## src/rtl/eida_pkg.sv

```systemverilog
// shared types and constants of the entity id allocator
package eida_pkg;

	localparam int POOL_SIZE_DEF = 256;

	localparam int REQ_TYPE_W = 2;
	localparam int ENTITY_W   = 8;
	localparam int COUNT_W    = 9;
	localparam int STATUS_W   = 2;

	localparam logic [REQ_TYPE_W-1:0] REQ_ALLOC_ONE   = 2'd0;
	localparam logic [REQ_TYPE_W-1:0] REQ_ALLOC_BATCH = 2'd1;
	localparam logic [REQ_TYPE_W-1:0] REQ_RELEASE     = 2'd2;

	localparam logic [STATUS_W-1:0] ST_OK           = 2'd0;
	localparam logic [STATUS_W-1:0] ST_POOL_FULL    = 2'd1;
	localparam logic [STATUS_W-1:0] ST_INACTIVE     = 2'd2;
	localparam logic [STATUS_W-1:0] ST_OUT_OF_RANGE = 2'd3;

	typedef struct packed {
		logic [REQ_TYPE_W-1:0] req_type;
		logic [ENTITY_W-1:0]   entity;
		logic [COUNT_W-1:0]    count;
	} req_t;

	typedef struct packed {
		logic [STATUS_W-1:0] status;
		logic [ENTITY_W-1:0] entity_id;
		logic [COUNT_W-1:0]  active_count;
	} rsp_t;

endpackage

```

## src/rtl/eida_stream_if.sv

```systemverilog
// valid/ready channel carrying one payload item per transfer
interface eida_stream_if #(
	parameter type T = logic
) ();
	logic valid;
	logic ready;
	T     data;

	modport source (output valid, output data, input ready);
	modport sink   (input valid, input data, output ready);
endinterface

```

## src/rtl/entity_id_allocator.sv

```systemverilog
// entity id allocator top level: free stack, fresh id mark and active bits
//
//   channel  dir  payload                              transfer
//   req      in   req_type, entity, count              req.valid && req.ready
//   rsp      out  status, entity_id, active_count      rsp.valid && rsp.ready
//
// allocate one, release and unused types go through transfer, then execute
// batch of zero or too large likewise; else execute, S_BPOP per fresh id, S_BPOP then
// S_BWR per popped id, then S_DONE; after reset the active-bit ram clears, req.ready low
// execute waits while the result register holds an untaken result
// req.ready is high only in idle; a result may wait while the next req transfers
module entity_id_allocator #(
	parameter int POOL_SIZE = eida_pkg::POOL_SIZE_DEF
) (
	input  logic               clk,
	input  logic               arst_n,
	eida_stream_if.sink        req,
	eida_stream_if.source      rsp
);
	import eida_pkg::*;

	localparam int IDW  = $clog2(POOL_SIZE);
	localparam int CW   = $clog2(POOL_SIZE + 1);
	localparam int CMPW = (CW > COUNT_W) ? CW : COUNT_W;
	localparam logic [CW-1:0]   POOL_CW = CW'(POOL_SIZE);
	localparam logic [CW-1:0]   LAST_CW = CW'(POOL_SIZE - 1);
	localparam logic [CMPW-1:0] POOL_C  = CMPW'(POOL_SIZE);

	typedef enum logic [5:0] {
		S_CLEAR = 6'b000001,
		S_IDLE  = 6'b000010,
		S_EXEC  = 6'b000100,
		S_BPOP  = 6'b001000,
		S_BWR   = 6'b010000,
		S_DONE  = 6'b100000
	} state_t;

	state_t state_q, state_d;
	logic [CW-1:0] clr_q, clr_d;
	logic [CW-1:0] hw_q, hw_d;
	logic [CW-1:0] depth_q, depth_d;
	logic [CW-1:0] live_q, live_d;
	logic [COUNT_W-1:0] rem_q, rem_d;
	req_t req_q;
	logic [CW-1:0] room;

	logic            act_we, act_wdata, act_re, act_rdata;
	logic [IDW-1:0]  act_waddr, act_raddr;
	logic            stk_we, stk_re;
	logic [IDW-1:0]  stk_waddr, stk_wdata, stk_raddr, stk_rdata;

	logic                rsp_valid_q;
	rsp_t                rsp_q;
	logic                go, load;
	logic [STATUS_W-1:0] ld_status;
	logic [ENTITY_W-1:0] ld_id;

	eida_ram #(.WIDTH(1), .DEPTH(POOL_SIZE)) u_active_ram (
		.clk   (clk),
		.we    (act_we),
		.waddr (act_waddr),
		.wdata (act_wdata),
		.re    (act_re),
		.raddr (act_raddr),
		.rdata (act_rdata)
	);

	eida_ram #(.WIDTH(IDW), .DEPTH(POOL_SIZE)) u_stack_ram (
		.clk   (clk),
		.we    (stk_we),
		.waddr (stk_waddr),
		.wdata (stk_wdata),
		.re    (stk_re),
		.raddr (stk_raddr),
		.rdata (stk_rdata)
	);

	assign go        = !rsp_valid_q || rsp.ready;
	assign req.ready = (state_q == S_IDLE);
	assign room      = POOL_CW - hw_q + depth_q;

	always_comb begin
		state_d   = state_q;
		clr_d     = clr_q;
		hw_d      = hw_q;
		depth_d   = depth_q;
		live_d    = live_q;
		rem_d     = rem_q;
		act_we    = 1'b0;
		act_waddr = IDW'(hw_q);
		act_wdata = 1'b1;
		act_re    = 1'b0;
		act_raddr = IDW'(req.data.entity);
		stk_we    = 1'b0;
		stk_waddr = IDW'(depth_q);
		stk_wdata = IDW'(req_q.entity);
		stk_re    = 1'b0;
		stk_raddr = IDW'(depth_q - 1'b1);
		load      = 1'b0;
		ld_status = ST_OK;
		ld_id     = '0;
		case (state_q)
			S_CLEAR: begin
				act_we    = 1'b1;
				act_waddr = IDW'(clr_q);
				act_wdata = 1'b0;
				clr_d     = clr_q + 1'b1;
				if (clr_q == LAST_CW) begin
					state_d = S_IDLE;
				end
			end
			S_IDLE: begin
				if (req.valid) begin
					act_re  = 1'b1;
					stk_re  = 1'b1;
					state_d = S_EXEC;
				end
			end
			S_EXEC: begin
				case (req_q.req_type)
					REQ_ALLOC_ONE: begin
						if (go) begin
							load    = 1'b1;
							state_d = S_IDLE;
							if (hw_q < POOL_CW) begin
								act_we = 1'b1;
								hw_d   = hw_q + 1'b1;
								live_d = live_q + 1'b1;
								ld_id  = ENTITY_W'(hw_q);
							end else if (depth_q != '0) begin
								act_we    = 1'b1;
								act_waddr = stk_rdata;
								depth_d   = depth_q - 1'b1;
								live_d    = live_q + 1'b1;
								ld_id     = ENTITY_W'(stk_rdata);
							end else begin
								ld_status = ST_POOL_FULL;
							end
						end
					end
					REQ_ALLOC_BATCH: begin
						if (CMPW'(req_q.count) > CMPW'(room)) begin
							if (go) begin
								load      = 1'b1;
								ld_status = ST_POOL_FULL;
								state_d   = S_IDLE;
							end
						end else if (req_q.count == '0) begin
							if (go) begin
								load    = 1'b1;
								state_d = S_IDLE;
							end
						end else begin
							rem_d   = req_q.count;
							state_d = S_BPOP;
						end
					end
					REQ_RELEASE: begin
						if (go) begin
							load    = 1'b1;
							state_d = S_IDLE;
							ld_id   = req_q.entity;
							if (CMPW'(req_q.entity) >= POOL_C) begin
								ld_status = ST_OUT_OF_RANGE;
							end else if (!act_rdata) begin
								ld_status = ST_INACTIVE;
							end else begin
								act_we    = 1'b1;
								act_waddr = IDW'(req_q.entity);
								act_wdata = 1'b0;
								if (depth_q < POOL_CW) begin
									stk_we  = 1'b1;
									depth_d = depth_q + 1'b1;
								end
								if (live_q != '0) begin
									live_d = live_q - 1'b1;
								end
							end
						end
					end
					default: begin
						if (go) begin
							load    = 1'b1;
							state_d = S_IDLE;
						end
					end
				endcase
			end
			S_BPOP: begin
				if (depth_q != '0) begin
					stk_re  = 1'b1;
					state_d = S_BWR;
				end else begin
					act_we = 1'b1;
					hw_d   = hw_q + 1'b1;
					live_d = live_q + 1'b1;
					rem_d  = rem_q - 1'b1;
					if (rem_q == COUNT_W'(1)) begin
						state_d = S_DONE;
					end
				end
			end
			S_BWR: begin
				act_we    = 1'b1;
				act_waddr = stk_rdata;
				depth_d   = depth_q - 1'b1;
				live_d    = live_q + 1'b1;
				rem_d     = rem_q - 1'b1;
				state_d   = (rem_q == COUNT_W'(1)) ? S_DONE : S_BPOP;
			end
			S_DONE: begin
				if (go) begin
					load    = 1'b1;
					state_d = S_IDLE;
				end
			end
			default: begin
				state_d = S_IDLE;
			end
		endcase
	end

	always_ff @(posedge clk or negedge arst_n) begin
		if (!arst_n) begin
			state_q     <= S_CLEAR;
			clr_q       <= '0;
			hw_q        <= '0;
			depth_q     <= '0;
			live_q      <= '0;
			rem_q       <= '0;
			rsp_valid_q <= 1'b0;
		end else begin
			state_q <= state_d;
			clr_q   <= clr_d;
			hw_q    <= hw_d;
			depth_q <= depth_d;
			live_q  <= live_d;
			rem_q   <= rem_d;
			if (load) begin
				rsp_valid_q <= 1'b1;
			end else if (rsp.ready) begin
				rsp_valid_q <= 1'b0;
			end
		end
	end

	always_ff @(posedge clk) begin
		if (req.valid && req.ready) begin
			req_q <= req.data;
		end
		if (load) begin
			rsp_q.status       <= ld_status;
			rsp_q.entity_id    <= ld_id;
			rsp_q.active_count <= COUNT_W'(live_d);
		end
	end

	assign rsp.valid = rsp_valid_q;
	assign rsp.data  = rsp_q;

`ifndef SYNTHESIS
	a_id_balance: assert property (@(posedge clk) disable iff (!arst_n)
		(CW + 1)'(depth_q) + (CW + 1)'(live_q) == (CW + 1)'(hw_q))
		else $error("free depth plus live count differs from high-water mark");

	a_clear_blocks: assert property (@(posedge clk) disable iff (!arst_n)
		(state_q == S_CLEAR) |-> !req.ready)
		else $error("request taken during active-bit clearing");

	a_accept_exec: assert property (@(posedge clk) disable iff (!arst_n)
		(req.valid && req.ready) |=> (state_q == S_EXEC))
		else $error("accepted request did not enter execute");

	a_batch_rem: assert property (@(posedge clk) disable iff (!arst_n)
		(state_q == S_BPOP || state_q == S_BWR) |-> (rem_q != '0))
		else $error("batch step with nothing left to allocate");

	a_live_bound: assert property (@(posedge clk) disable iff (!arst_n)
		live_q <= POOL_CW)
		else $error("live count above pool size");
`endif
endmodule

```

## src/rtl/eida_ram.sv

```systemverilog
// generic single write port, single read port ram with registered read
module eida_ram #(
	parameter int WIDTH = 1,
	parameter int DEPTH = 2,
	localparam int AW = $clog2(DEPTH)
) (
	input  logic             clk,
	input  logic             we,
	input  logic [AW-1:0]    waddr,
	input  logic [WIDTH-1:0] wdata,
	input  logic             re,
	input  logic [AW-1:0]    raddr,
	output logic [WIDTH-1:0] rdata
);
	logic [WIDTH-1:0] mem_q [DEPTH];
	logic [WIDTH-1:0] rdata_q;

	always_ff @(posedge clk) begin
		if (we) begin
			mem_q[waddr] <= wdata;
		end
		if (re) begin
			rdata_q <= mem_q[raddr];
		end
	end

	assign rdata = rdata_q;
endmodule

```

## src/flat_wrapper.sv

```systemverilog
// flat-port wrapper written by rule: the top's interface ports become plain ports
module entity_id_allocator_flat import eida_pkg::*;
#(
	parameter int POOL_SIZE = eida_pkg::POOL_SIZE_DEF
)
  (clk, arst_n, req_valid, req_data, req_ready, rsp_valid, rsp_data, rsp_ready);
  eida_stream_if #(.T(req_t)) req_i ();
  eida_stream_if #(.T(rsp_t)) rsp_i ();
  input  logic clk;
  input  logic arst_n;
  input wire logic [$bits(req_i.valid)-1:0] req_valid;
  input wire logic [$bits(req_i.data)-1:0] req_data;
  output wire logic [$bits(req_i.ready)-1:0] req_ready;
  output wire logic [$bits(rsp_i.valid)-1:0] rsp_valid;
  output wire logic [$bits(rsp_i.data)-1:0] rsp_data;
  input wire logic [$bits(rsp_i.ready)-1:0] rsp_ready;
  assign req_i.valid = req_valid;
  assign req_i.data = req_data;
  assign req_ready = req_i.ready;
  assign rsp_valid = rsp_i.valid;
  assign rsp_data = rsp_i.data;
  assign rsp_i.ready = rsp_ready;
  entity_id_allocator #(.POOL_SIZE(POOL_SIZE)) u_core (.clk(clk), .arst_n(arst_n), .req(req_i), .rsp(rsp_i));
endmodule
```

## config.mk

```make
export PLATFORM = sky130hd
export DESIGN_NAME = entity_id_allocator_flat
export DESIGN_NICKNAME = d
export VERILOG_FILES = /design/src/rtl/eida_pkg.sv /design/src/rtl/eida_stream_if.sv /design/src/rtl/entity_id_allocator.sv /design/src/rtl/eida_ram.sv /design/src/flat_wrapper.sv
export SDC_FILE = /design/constraint.sdc
export NUM_CORES = 2
export LEC_CHECK = 0
export ABC_AREA = 1
export BUFFER_PORTS_ARGS = -buffer_cell sky130_fd_sc_hd__buf_2
export CAP_MARGIN = 30
export CORE_UTILIZATION = 45
export CTS_CLUSTER_DIAMETER = 60
export DETAILED_ROUTE_END_ITERATION = 10
export PLACE_DENSITY = 0.66
export SYNTH_ARGS = -nofsm -noshare
export SYNTH_HDL_FRONTEND = slang
export SYNTH_SLANG_ARGS = --single-unit
```

## constraint.sdc

```tcl
create_clock -name clk -period 16.3 [get_ports clk]
set_input_delay 0 -clock clk [delete_from_list [all_inputs] [get_ports clk]]
set_output_delay 0 -clock clk [all_outputs]
set_load 0.05 [all_outputs]
```

==> results.md <==
* Worst slew pin tran at ~1.2 ns
* Pleak at around 40 nW
* Proportion of synthesized area in mux cells at less than 1%
* Crit Path Max Fanout at roughly 170
* Die W at 476 um
* Worst Hold Endpoint: u_core.state_q[2]
* Layout Nets at 8881
* CTS H-tree depth at 4
* Routed Wire Length at 277000 um
* Distinct cell type count after synthesis at 52
* Peak VDD IR at approximately 0.00023 V
* Worst Path Class, Setup: reg -> reg
* Simple-Gate Fraction of Synth Area at ~24%
* Root Driver: clkbuf_16
* Worst-case clock buffer depth at 3
* Reg2Reg Capture Point: u_core.u_stack_ram.rdata[7]
* Async SR Flop Fraction at 2.16%
* Ys flop type: edfxtp_1
* CTS tree: done
* Largest family of logic cells by synthesized area: simple AND/OR/NAND/NOR gates
* Area share of fa/ha/maj cells after synthesis at 0.465%
* DRC at 2
* Mean Syn Cell Area at 11.3 um2
* Failing checks: DRC
* Compound-Gate Fraction of Synth Area at 0.777%
* Reported max-cap violation count at 0
* Inserted Clock Buffers at 238
* Detailed Routing Iterations Pass 1 at 11
* Hold Violations, Final at 0
* First-pass GRT wire length at between 400000 and 500000 um
* Seq cells post-synth at 2403
* Period utilization at ~37%
* HP Class: in -> reg
* Max-slew headroom at 18.0%
* RSZ-0062 raised after global routing: no
* Remaining antenna violation count at 0
* Sequential area share after synthesis at between 70% and 80%
* DP HPWL at 153000 um
* RR Startpoint: u_core.depth_q[0]
* Clk slew on worst S/H paths at 0.06 ns
* Area growth, synth to finish at 11.0%
* Via-to-Cell Ratio at around 5.8
* R2r worst-path depth at 16
* Post-Synthesis Net Count at 9035
* Status: finished, violations left
* Post-Synthesis Cells at 8975
* Vias in the first global route at about 65000
* Initial antenna violation count at 7
* I/O pin count at 44
* GR Util All Layers at 23.8%
* RePlAce Congestion at 0.898
* Req. time, crit path at 16.93 ns
* Clk_skew at 0.0494 ns
* Worst hold start: req_valid
* Total global routing overflow at 0
* Synth warnings at 0
* Max-slew violations at 0
* Placed Area at 104000 um2
* Power per cell area at 184 nW/um2
* Final setup fails at 0
* Routed wire per std cell at 23.1 um
* Worst-Skew Late Latency at 0.90 ns
* Critical path arrival at 6.71 ns
* Fmax achieved at 165 MHz
* Setup TNS at 0 ns
* Clock Sink Count at 2403
* Largest net degree at the start of global routing at between 200 and 250
* 1st-iter DRT viols at 8849
* Post-layout util at 50.4%
* Initial Utilization at 45.4%
* CP startpoint kind: flip-flop
* Vias post-DR at 69100
* # rows at about 170
* Mapped cell area at 101000 um2
* IO Port Bufs at 43
* Die height at between 400 and 500 um
* Share of cells above drive strength 1 at 6.99%
* CP endpoint kind: flip-flop
* Hold depth at 4
* Die outline area at approximately 230000 um2
* Reg2reg setup slack at just over 10 ns
* Synth Area in XOR/XNOR at 0.389%
* Core Box Area at about 220000 um2
* Post-synth EDFFs at 2351
* Final worst path period need at 6.08 ns
* Finished Cell Area at approximately 110000 um2
[cell type report]
| class | instances | area [um2] |
|---|---|---|
| flip-flops and latches | 2403 | 71900 |
| multi-input cells | 5843 | 26500 |
| fillers | 19200 | 111000 |
| clock buffers | 301 | 6240 |
| diodes | 3 | 7.51 |
| repair buffers | 198 | 1910 |
| well taps | 2975 | 3720 |
| inverters | 137 | 538 |
| clock inverters | 147 | 1510 |
[metal layers]
metal | routed length [um] | vias up | track usage [%]
li1 | - | 31300 | -
met1 | 113000 | 33800 | 33.6
met2 | 127000 | 3483 | 36.6
met3 | 26400 | 537 | 4.26
met4 | 10600 | 4 | 9.28
met5 | 27 | - | 0
[critical path, cell delays in order (launching register included)]
cell	delay (ns)
dfrtp_4	0.92
inv_8	0.22
buf_16	0.33
ha_4	0.79
buf_12	0.66
buf_4	0.41
buf_16	0.34
buf_4	0.59
nand3_1	0.16
nand3_1	0.12
nand3_1	0.13
nand3_1	0.19
nand3_1	0.11
nand3_1	0.17
nand2_1	0.09
nand2_1	0.07
nand2_1	0.06
[power breakdown]
part	switching (mW)	leakage [nW]	internal [mW]
logic	5.84	13.4	2.03
clock network	2.37	3.76	3.08
registers	0.184	21.9	7.13
[sequential cells by signal, indices dropped and copies added, names as in the netlist, 8 cells and up]
register / flops
u_core.u_stack_ram.mem_q: 2048
u_core.stk_wdata: 8
u_core.live_q: 9
u_core.u_stack_ram.rdata: 8
u_core.u_active_ram.mem_q: 256
u_core.req_q: 11
u_core.rem_q: 9
u_core.depth_q: 9
u_core.rsp.data: 19
u_core.clr_q: 9
u_core.hw_q: 9
[cell families (layout without fill, tap and decap cells)]
logic type | Yosys count | after routing
simple gates | 5622 | 5622
flops | 2403 | 2403
buf+inv | 729 | 783
compound gates | 137 | 137
xor+xnor | 45 | 45
fa+ha+maj | 37 | 37
mux | 2 | 2
other cells | 0 | 3
[through the flow]
stage	setup slack, ns	hold slack [ns]	std cells	power, mW
6_report	10.22	0.0898	12000	20.6
3_5_place_dp	10.09	0.178	11500	15.1
2_1_floorplan	8.00	-0.296	8975	12.4
4_1_cts	10.11	0.0353	12000	20.5
5_1_grt	9.98	0.0992	12000	21.5
3_3_place_gp	10.15	0.180	11500	15.0
[worst max path at each step]
stage,startpoint,to,cells after the start
after floorplan,u_core.rsp.valid,u_core.u_active_ram.mem_q[0],4
after global placement,u_core.depth_q[0],u_core.u_stack_ram.rdata[5],14
after detailed placement,u_core.depth_q[0],u_core.u_stack_ram.rdata[7],14
after CTS,u_core.depth_q[0],u_core.u_stack_ram.rdata[7],14
after global routing,u_core.depth_q[0],u_core.u_stack_ram.rdata[3],16
final,u_core.depth_q[0],u_core.u_stack_ram.rdata[7],16
[cell usage after synthesis, types with 8 or more instances]
cell type	n	share of area, %
a21oi_1	43	0.21
buf_1	69	0.26
buf_2	76	0.38
buf_6	17	0.19
clkbuf_1	427	1.6
dfrtp_1	51	1.3
edfxtp_1	2351	70
ha_1	36	0.44
inv_1	116	0.43
inv_2	17	0.063
nand2_1	2578	9.6
nand2_2	25	0.15
nand3_1	2330	12
nand3_4	18	0.31
nand4_1	9	0.056
nor2_1	582	2.2
nor2_2	14	0.087
nor2_4	15	0.17
nor3_1	24	0.12
o21ai_0	60	0.30
xnor2_1	8	0.069
xor2_1	37	0.32
[layout by cell type (no fill, tap or decap), types with 14 or more instances in the layout]
cell type and n:
a21oi_1 43, buf_12 14, buf_2 47, buf_4 85, bufinv_16 23, clkbuf_1 60, clkbuf_16 240, clkinv_1 59
clkinv_2 40, dfrtp_1 50, dlygate4sd3_1 37, edfxtp_1 2351, ha_1 35, inv_1 113, inv_2 16, nand2_1 2569
nand2_2 31, nand3_1 2323, nand3_4 18, nor2_1 580, nor2_2 15, nor2_4 16, nor3_1 24, o21ai_0 60
xor2_1 35
[repair_timing]
action                                 in CTS  in global routing
endpoints found under the hold margin     105                  0
setup buffers                               0                  0
gates resized for setup                     0                  0
hold buffers                               37                  0
Power figures use the tool's default switching activity.
